### src/sv/utrb_pkg.sv
package utrb_pkg;

    localparam int QUEUE_DEPTH_DEF = 64;
    localparam int BYTE_W          = 8;

    // Item kinds; the fourth code changes nothing
    typedef enum logic [1:0] {
        KIND_SEND = 2'd0,
        KIND_RECV = 2'd1,
        KIND_LINE = 2'd2
    } kind_t;

    typedef struct packed {
        kind_t             kind;
        logic [BYTE_W-1:0] data_byte;
        logic              line_ready;
        logic              rx_event;
        logic              tx_event;
    } in_item_t;

    typedef struct packed {
        logic              tx_valid;
        logic [BYTE_W-1:0] tx_byte;
        logic              read_valid;
        logic [BYTE_W-1:0] read_byte;
        logic              tx_dropped;
        logic              rx_dropped;
        logic              last;
    } res_item_t;

endpackage

### src/sv/utrb_ram.sv
module utrb_ram #(
    parameter int DATA_W = 8,
    parameter int DEPTH  = 64
) (
    input  logic                     clk,
    input  logic                     we,
    input  logic [$clog2(DEPTH)-1:0] waddr,
    input  logic [DATA_W-1:0]        wdata,
    input  logic [$clog2(DEPTH)-1:0] raddr,
    output logic [DATA_W-1:0]        rdata
);

    logic [DATA_W-1:0] mem [DEPTH];

    // Write one entry, read one entry into the output register
    always_ff @(posedge clk)
    begin
        if (we)
        begin
            mem[waddr] <= wdata;
        end
        rdata <= mem[raddr];
    end

endmodule

### src/sv/uart_tx_rx_ring_buffers_top.sv
// Channel   | Handshake            | Payload                | Notes
// ----------+----------------------+------------------------+---------------------------
// item in   | start, busy          | item   (in_item_t)     | transfer when start & !busy
// result    | done                 | result (res_item_t)    | one cycle, cannot stall
// config    | cfg_write            | cfg_data               | echo enable, write only
//
// One item per cycle; busy stays low. Each item passes the input register, then the result
// register, and it always gives its result as one result
// with last set. The queue RAMs keep this pace: each has a registered read whose address
// is the next head, with a one-entry forward for a write to that same entry.
// Reset empties both queues and clears echo enable; the queue RAMs are not cleared.
// The receiver cannot stall, so there is no result buffering beyond the result register.
module uart_tx_rx_ring_buffers_top #(
    parameter int QUEUE_DEPTH = utrb_pkg::QUEUE_DEPTH_DEF
) (
    input  logic               clk,
    input  logic               rst_n,
    input  logic               start,
    output logic               busy,
    input  utrb_pkg::in_item_t item,
    output logic               done,
    output utrb_pkg::res_item_t result,
    input  logic               cfg_write,
    input  logic               cfg_data
);

    localparam int IDX_W = (QUEUE_DEPTH > 1) ? $clog2(QUEUE_DEPTH) : 1;
    localparam int CNT_W = $clog2(QUEUE_DEPTH + 1);
    localparam logic [CNT_W-1:0] FULL_CNT = CNT_W'(QUEUE_DEPTH);
    localparam logic [IDX_W-1:0] LAST_IDX = IDX_W'(QUEUE_DEPTH - 1);

    function automatic logic [IDX_W-1:0] wrap_inc(input logic [IDX_W-1:0] idx);
        logic [IDX_W-1:0] nxt;
        nxt = idx + IDX_W'(1);
        return (idx == LAST_IDX) ? '0 : nxt;
    endfunction

    // Input and result registers
    utrb_pkg::in_item_t  item_reg;
    logic                item_valid_reg;
    utrb_pkg::res_item_t result_reg, result_next;
    logic                done_reg;
    logic                echo_enable_reg;

    // Queue pointers
    logic [IDX_W-1:0] tx_head_reg, tx_head_next, tx_tail_reg, tx_tail_next;
    logic [CNT_W-1:0] tx_count_reg, tx_count_next;
    logic [IDX_W-1:0] rx_head_reg, rx_head_next, rx_tail_reg, rx_tail_next;
    logic [CNT_W-1:0] rx_count_reg, rx_count_next;

    // RAM ports and head forwarding
    logic                        tx_we, rx_we;
    logic [utrb_pkg::BYTE_W-1:0] tx_q, rx_q;
    logic                        tx_fwd_reg, rx_fwd_reg;
    logic [utrb_pkg::BYTE_W-1:0] tx_fwd_data_reg, rx_fwd_data_reg;
    logic [utrb_pkg::BYTE_W-1:0] tx_head_byte, rx_head_byte;

    // Work signals
    logic             tx_want, tx_push, tx_imm, tx_pop;
    logic             rx_push;
    logic [CNT_W-1:0] tx_count_pushed;

    assign busy   = 1'b0;
    assign done   = done_reg;
    assign result = result_reg;

    assign tx_head_byte = tx_fwd_reg ? tx_fwd_data_reg : tx_q;
    assign rx_head_byte = rx_fwd_reg ? rx_fwd_data_reg : rx_q;

    // Compute queue updates and the result for the registered item
    always_comb
    begin
        tx_want         = 1'b0;
        tx_push         = 1'b0;
        tx_imm          = 1'b0;
        tx_pop          = 1'b0;
        rx_push         = 1'b0;
        tx_count_pushed = tx_count_reg;
        rx_head_next    = rx_head_reg;
        rx_tail_next    = rx_tail_reg;
        rx_count_next   = rx_count_reg;
        result_next     = '0;
        result_next.last = 1'b1;

        if (item_valid_reg)
        begin
            case (item_reg.kind)
                utrb_pkg::KIND_SEND:
                begin
                    tx_want = 1'b1;
                end
                utrb_pkg::KIND_RECV:
                begin
                    if (rx_count_reg != '0)
                    begin
                        result_next.read_valid = 1'b1;
                        result_next.read_byte  = rx_head_byte;
                        rx_head_next  = wrap_inc(rx_head_reg);
                        rx_count_next = rx_count_reg - CNT_W'(1);
                    end
                end
                utrb_pkg::KIND_LINE:
                begin
                    if (item_reg.rx_event)
                    begin
                        if (rx_count_reg < FULL_CNT)
                        begin
                            rx_push       = 1'b1;
                            rx_tail_next  = wrap_inc(rx_tail_reg);
                            rx_count_next = rx_count_reg + CNT_W'(1);
                            tx_want       = echo_enable_reg;
                        end
                        else
                        begin
                            result_next.rx_dropped = 1'b1;
                        end
                    end
                end
                default:
                begin
                end
            endcase

            // Queue for transmit or drop, then start the line on a lone byte
            if (tx_want)
            begin
                if (tx_count_reg < FULL_CNT)
                begin
                    tx_push         = 1'b1;
                    tx_count_pushed = tx_count_reg + CNT_W'(1);
                end
                else
                begin
                    result_next.tx_dropped = 1'b1;
                end
                tx_imm = item_reg.line_ready && (tx_count_pushed == CNT_W'(1));
            end

            // Transmit request takes the head after any echo
            tx_pop = (item_reg.kind == utrb_pkg::KIND_LINE) && item_reg.tx_event
                     && !tx_imm && (tx_count_pushed != '0);

            if (tx_imm || tx_pop)
            begin
                result_next.tx_valid = 1'b1;
                result_next.tx_byte  = (tx_count_reg == '0) ? item_reg.data_byte
                                                             : tx_head_byte;
            end
        end

        tx_tail_next  = tx_push ? wrap_inc(tx_tail_reg) : tx_tail_reg;
        tx_head_next  = (tx_imm || tx_pop) ? wrap_inc(tx_head_reg) : tx_head_reg;
        tx_count_next = tx_count_pushed - CNT_W'(tx_imm || tx_pop);
    end

    assign tx_we = tx_push;
    assign rx_we = rx_push;

    utrb_ram #(
        .DATA_W (utrb_pkg::BYTE_W),
        .DEPTH  (QUEUE_DEPTH)
    ) u_tx_ram (
        .clk   (clk),
        .we    (tx_we),
        .waddr (tx_tail_reg),
        .wdata (item_reg.data_byte),
        .raddr (tx_head_next),
        .rdata (tx_q)
    );

    utrb_ram #(
        .DATA_W (utrb_pkg::BYTE_W),
        .DEPTH  (QUEUE_DEPTH)
    ) u_rx_ram (
        .clk   (clk),
        .we    (rx_we),
        .waddr (rx_tail_reg),
        .wdata (item_reg.data_byte),
        .raddr (rx_head_next),
        .rdata (rx_q)
    );

    // Hold a write that lands on the entry being read, and register the item and the result
    always_ff @(posedge clk)
    begin
        tx_fwd_data_reg <= item_reg.data_byte;
        rx_fwd_data_reg <= item_reg.data_byte;
        item_reg        <= item;
        result_reg      <= result_next;
    end

    // Control state
    always_ff @(posedge clk or negedge rst_n)
    begin
        if (!rst_n)
        begin
            item_valid_reg  <= 1'b0;
            done_reg        <= 1'b0;
            echo_enable_reg <= 1'b0;
            tx_fwd_reg      <= 1'b0;
            rx_fwd_reg      <= 1'b0;
            tx_head_reg     <= '0;
            tx_tail_reg     <= '0;
            tx_count_reg    <= '0;
            rx_head_reg     <= '0;
            rx_tail_reg     <= '0;
            rx_count_reg    <= '0;
        end
        else
        begin
            item_valid_reg <= start && !busy;
            done_reg       <= item_valid_reg;
            if (cfg_write)
            begin
                echo_enable_reg <= cfg_data;
            end
            tx_fwd_reg   <= tx_we && (tx_tail_reg == tx_head_next);
            rx_fwd_reg   <= rx_we && (rx_tail_reg == rx_head_next);
            tx_head_reg  <= tx_head_next;
            tx_tail_reg  <= tx_tail_next;
            tx_count_reg <= tx_count_next;
            rx_head_reg  <= rx_head_next;
            rx_tail_reg  <= rx_tail_next;
            rx_count_reg <= rx_count_next;
        end
    end

    // Checks
    a_tx_bound: assert property (@(posedge clk) disable iff (!rst_n)
        tx_count_reg <= FULL_CNT)
        else $error("tx queue count beyond depth");

    a_rx_bound: assert property (@(posedge clk) disable iff (!rst_n)
        rx_count_reg <= FULL_CNT)
        else $error("rx queue count beyond depth");

    a_tx_empty_ptrs: assert property (@(posedge clk) disable iff (!rst_n)
        (tx_count_reg == '0) |-> (tx_head_reg == tx_tail_reg))
        else $error("empty tx queue with head and tail apart");

    a_done_follows: assert property (@(posedge clk) disable iff (!rst_n)
        (start && !busy) |=> ##1 done)
        else $error("accepted item produced no result");

endmodule
### config.mk
export PLATFORM = sky130hd
export DESIGN_NAME = uart_tx_rx_ring_buffers_top
export DESIGN_NICKNAME = d
export VERILOG_FILES = /design/src/sv/utrb_pkg.sv /design/src/sv/utrb_ram.sv /design/src/sv/uart_tx_rx_ring_buffers_top.sv
export SDC_FILE = /design/constraint.sdc
export NUM_CORES = 1
export LEC_CHECK = 0
export BUFFER_PORTS_ARGS = -buffer_cell sky130_fd_sc_hd__buf_2
export CAP_MARGIN = 20
export CORE_MARGIN = 2
export CORE_UTILIZATION = 35
export CTS_CLUSTER_SIZE = 16
export DETAILED_ROUTE_END_ITERATION = 10
export SLEW_MARGIN = 20
export SYNTH_ARGS = -nofsm -noshare
export SYNTH_HDL_FRONTEND = slang
export SYNTH_SLANG_ARGS = --single-unit
### constraint.sdc
create_clock -name clk -period 11.43 [get_ports clk]
set_clock_uncertainty 0.1 [all_clocks]
set_input_delay 2.8575 -clock clk [delete_from_list [all_inputs] [get_ports clk]]
set_output_delay 2.8575 -clock clk [all_outputs]
set_load 0.005 [all_outputs]
==> impl_metrics.json <==
{
  "seqCellArea_um2": 33000,
  "multi_input_area_um2": 10810,
  "grt_util_all_layers": 0.1662,
  "min_path_type": "reg -> reg",
  "clk_root_buffer_cell": "clkbuf_16",
  "initial_utilization": 0.3527,
  "antenna_left": 0,
  "crit_fanout": 75,
  "slew_headroom": 0.1443,
  "pwr_density_cell_nw_per_um2": 233.9,
  "finalCriticalPeriod_ps": 5988,
  "finalWirelength_um": 109000,
  "numCtsBuffers": 112,
  "pre_cts_ws_ps": 5650,
  "crit_required_ps": 11950,
  "critPathSlowestCell": "buf_4",
  "ctsResizeCount": 0,
  "rsz0062_at_grt": "no",
  "post-cts-setup-buffers": 0,
  "worstPathArrival_ps": 6510,
  "worst_slew_pin_slew_ps": 1284,
  "cts_tree": "done",
  "synth-seq-cells": 1124,
  "die_w_um": 360.0,
  "drt_iter0_markers": 2633,
  "synth.cell_area_um2": 44350,
  "die_h_um": 360.0,
  "worst_setup_path_start_kind": "register",
  "cts_max_path_buffers": 3,
  "ff2ff_setup_slack_ps": 5440,
  "grt_max_degree": 178,
  "std_cell_rows": 130,
  "synth-warning-count": 0,
  "cts_hold_buf": 0,
  "outcome": "finished, final reports clean",
  "synth_flop_cell": "edfxtp_1",
  "floorplan.die_area_um2": 129600,
  "fmaxAchievable_mhz": 167.0,
  "numPortBuffers": 38,
  "first_global_vias": 23430,
  "holdWs_ps": 430.6,
  "synth_nets": 2576,
  "drv_slew": 0,
  "dp.cells": 4123,
  "cts.sinks": 1124,
  "htreeDepth": 3,
  "drv_cap": 0,
  "period_share": 0.5239,
  "vias": 23530,
  "syn_to_final_growth_pct": 13.43,
  "gp_congestion": 0.9049,
  "vias_per_cell": 5.424,
  "vdd_drop_max_mv": 0.4317,
  "antenna_found_initial": 4,
  "syn_avg_cell_area_um2": 17.44,
  "fin_ws_ps": 5442,
  "first_pass_iters": 5,
  "final_nets": 2622,
  "layout-drive-gt1-share": 0.1663,
  "final.setup.tns_ps": 0,
  "io_pins": 41,
  "fill_cells": 11170,
  "dp_hpwl_um": 65560,
  "cp_common_cell": "a211oi_1",
  "worstSetupPathType": "reg -> reg",
  "crit_chain": "inv_1 > ha_1 > or4_1 > a211oi_1 > a211oi_1 > nor3_4 > inv_2 > mux2i_4 > inv_4 > buf_4 > nand2_1 > a32o_1 > o41ai_1 > nor3_1 > nor4_1",
  "grt_overflow": 0,
  "cp_slowest_stage_delay_ps": 740,
  "synth_edf_count": 1024,
  "insertion_delay_ps": 720,
  "stdcell_count": 4339,
  "yosysSeqAreaShare": 0.7433,
  "yosysUniqueCellTypes": 60,
  "setup_viol": 0,
  "post-route-drc-count": 0,
  "path_clk_slew_ps": 60,
  "wire_per_inst_um": 25.12,
  "cpLargestDelayFamily": "buffers and inverters",
  "core_area_um2": 125700,
  "syn_inst": 2543,
  "leakage_nw": 16.23,
  "grt_pass1_wl_um": 160400,
  "endpoint_kind": "register",
  "hold_viol": 0,
  "path_buf_inv": 4,
  "ys_async_sr_fraction": 0.03826
}
## cells by family after synthesis
logic type	share of synthesized area
AO/OA/AOI/OAI	0.04345
XOR/XNOR	0.007505
adder cells (fa/ha/maj)	0.004401
buffers and inverters	0.01569
flip-flops	0.7433
multiplexers	0.1219
other	0.0001693
AND/OR/NAND/NOR	0.06359
## layout by cell type (no fill, tap or decap), types with 16 or more instances in the layout
master,instances
edfxtp_1,1024
inv_1,19
nor2_1,156
xnor2_1,21
nor2b_1,42
clkbuf_16,116
clkbuf_1,32
a21oi_1,22
nand2_1,231
buf_4,32
dfxtp_1,49
mux4_2,160
nand3_1,66
mux2i_1,171
o22ai_1,16
buf_2,38
nor3_1,25
dfrtp_1,43
o41ai_1,17
a211oi_1,68
o2111ai_1,24
a32o_1,40
and2_1,19
a2111oi_0,16
## routing by layer
metal / track usage / vias up / part of all wire
li1: - / 10180 / -
met1: 0.2320 / 12210 / 0.43
met2: 0.2632 / 951 / 0.47
met3: 0.03103 / 190 / 0.067
met4: 0.05273 / 0 / 0.031
met5: 0 / - / 0
## worst reg2reg max path: stages (launching register included)
cell,delay (ps)
dfrtp_1,470
inv_1,90
ha_1,340
or4_1,520
a211oi_1,240
a211oi_1,150
nor3_4,540
inv_2,260
mux2i_4,280
inv_4,580
buf_4,810
nand2_1,200
a32o_1,360
o41ai_1,570
nor3_1,190
nor4_1,180
## Yosys cell counts (24+ instances only)
master | n | share of area
a211oi_1 | 68 | 0.012
a32o_1 | 40 | 0.0090
buf_2 | 24 | 0.0027
clkbuf_1 | 88 | 0.0074
dfrtp_1 | 43 | 0.024
dfxtp_1 | 57 | 0.026
edfxtp_1 | 1024 | 0.69
mux2i_1 | 172 | 0.039
mux4_2 | 160 | 0.081
nand2_1 | 232 | 0.020
nand3_1 | 66 | 0.0074
nor2_1 | 158 | 0.013
nor2b_1 | 42 | 0.0059
nor3_1 | 29 | 0.0033
o2111ai_1 | 24 | 0.0047
## power breakdown
group          internal [mW]  total, mW  leakage, nW  switching [mW]
clock network           2.20       3.78         1.85            1.58
logic                   1.33       3.22         4.16            1.90
registers               4.59       4.76         10.2           0.168
total                   8.12       11.8         16.2            3.65
## metrics by stage
| stage | area, um^2 | power [mW] | util |
|---|---|---|---|
| floorplan | 44350 | 7.126 | - |
| global placement | 46390 | 8.007 | 0.3690 |
| detailed placement | 46430 | 8.065 | 0.3693 |
| CTS | 50250 | 11.83 | 0.3996 |
| global route | 50300 | 12.23 | 0.4001 |
| finish | 50310 | 11.77 | 0.4001 |
## worst paths after layout
kind                       cells after the start            start                 to
min in group asynchronous                      2            rst_n    echo_enable_reg
min reg2reg                                    2  rx_count_reg[2]    rx_count_reg[2]
max in group asynchronous                      2            rst_n     rx_tail_reg[2]
max                                           15  tx_count_reg[0]  u_tx_ram.rdata[4]
min                                            2  rx_count_reg[2]    rx_count_reg[2]
max reg2reg                                   15  tx_count_reg[0]  u_tx_ram.rdata[4]
## final cells by class
| class | count | area share |
|---|---|---|
| repair buffers | 74 | 0.01045 |
| well taps | 1650 | 0.04104 |
| clock inverters | 54 | 0.01278 |
| multi-input cells | 1253 | 0.2148 |
| clock buffers | 159 | 0.06310 |
| diodes | 1 | 0.00004974 |
| flip-flops and latches | 1124 | 0.6559 |
| inverters | 24 | 0.001840 |
Note: power is estimated with default switching activity, not from simulation.
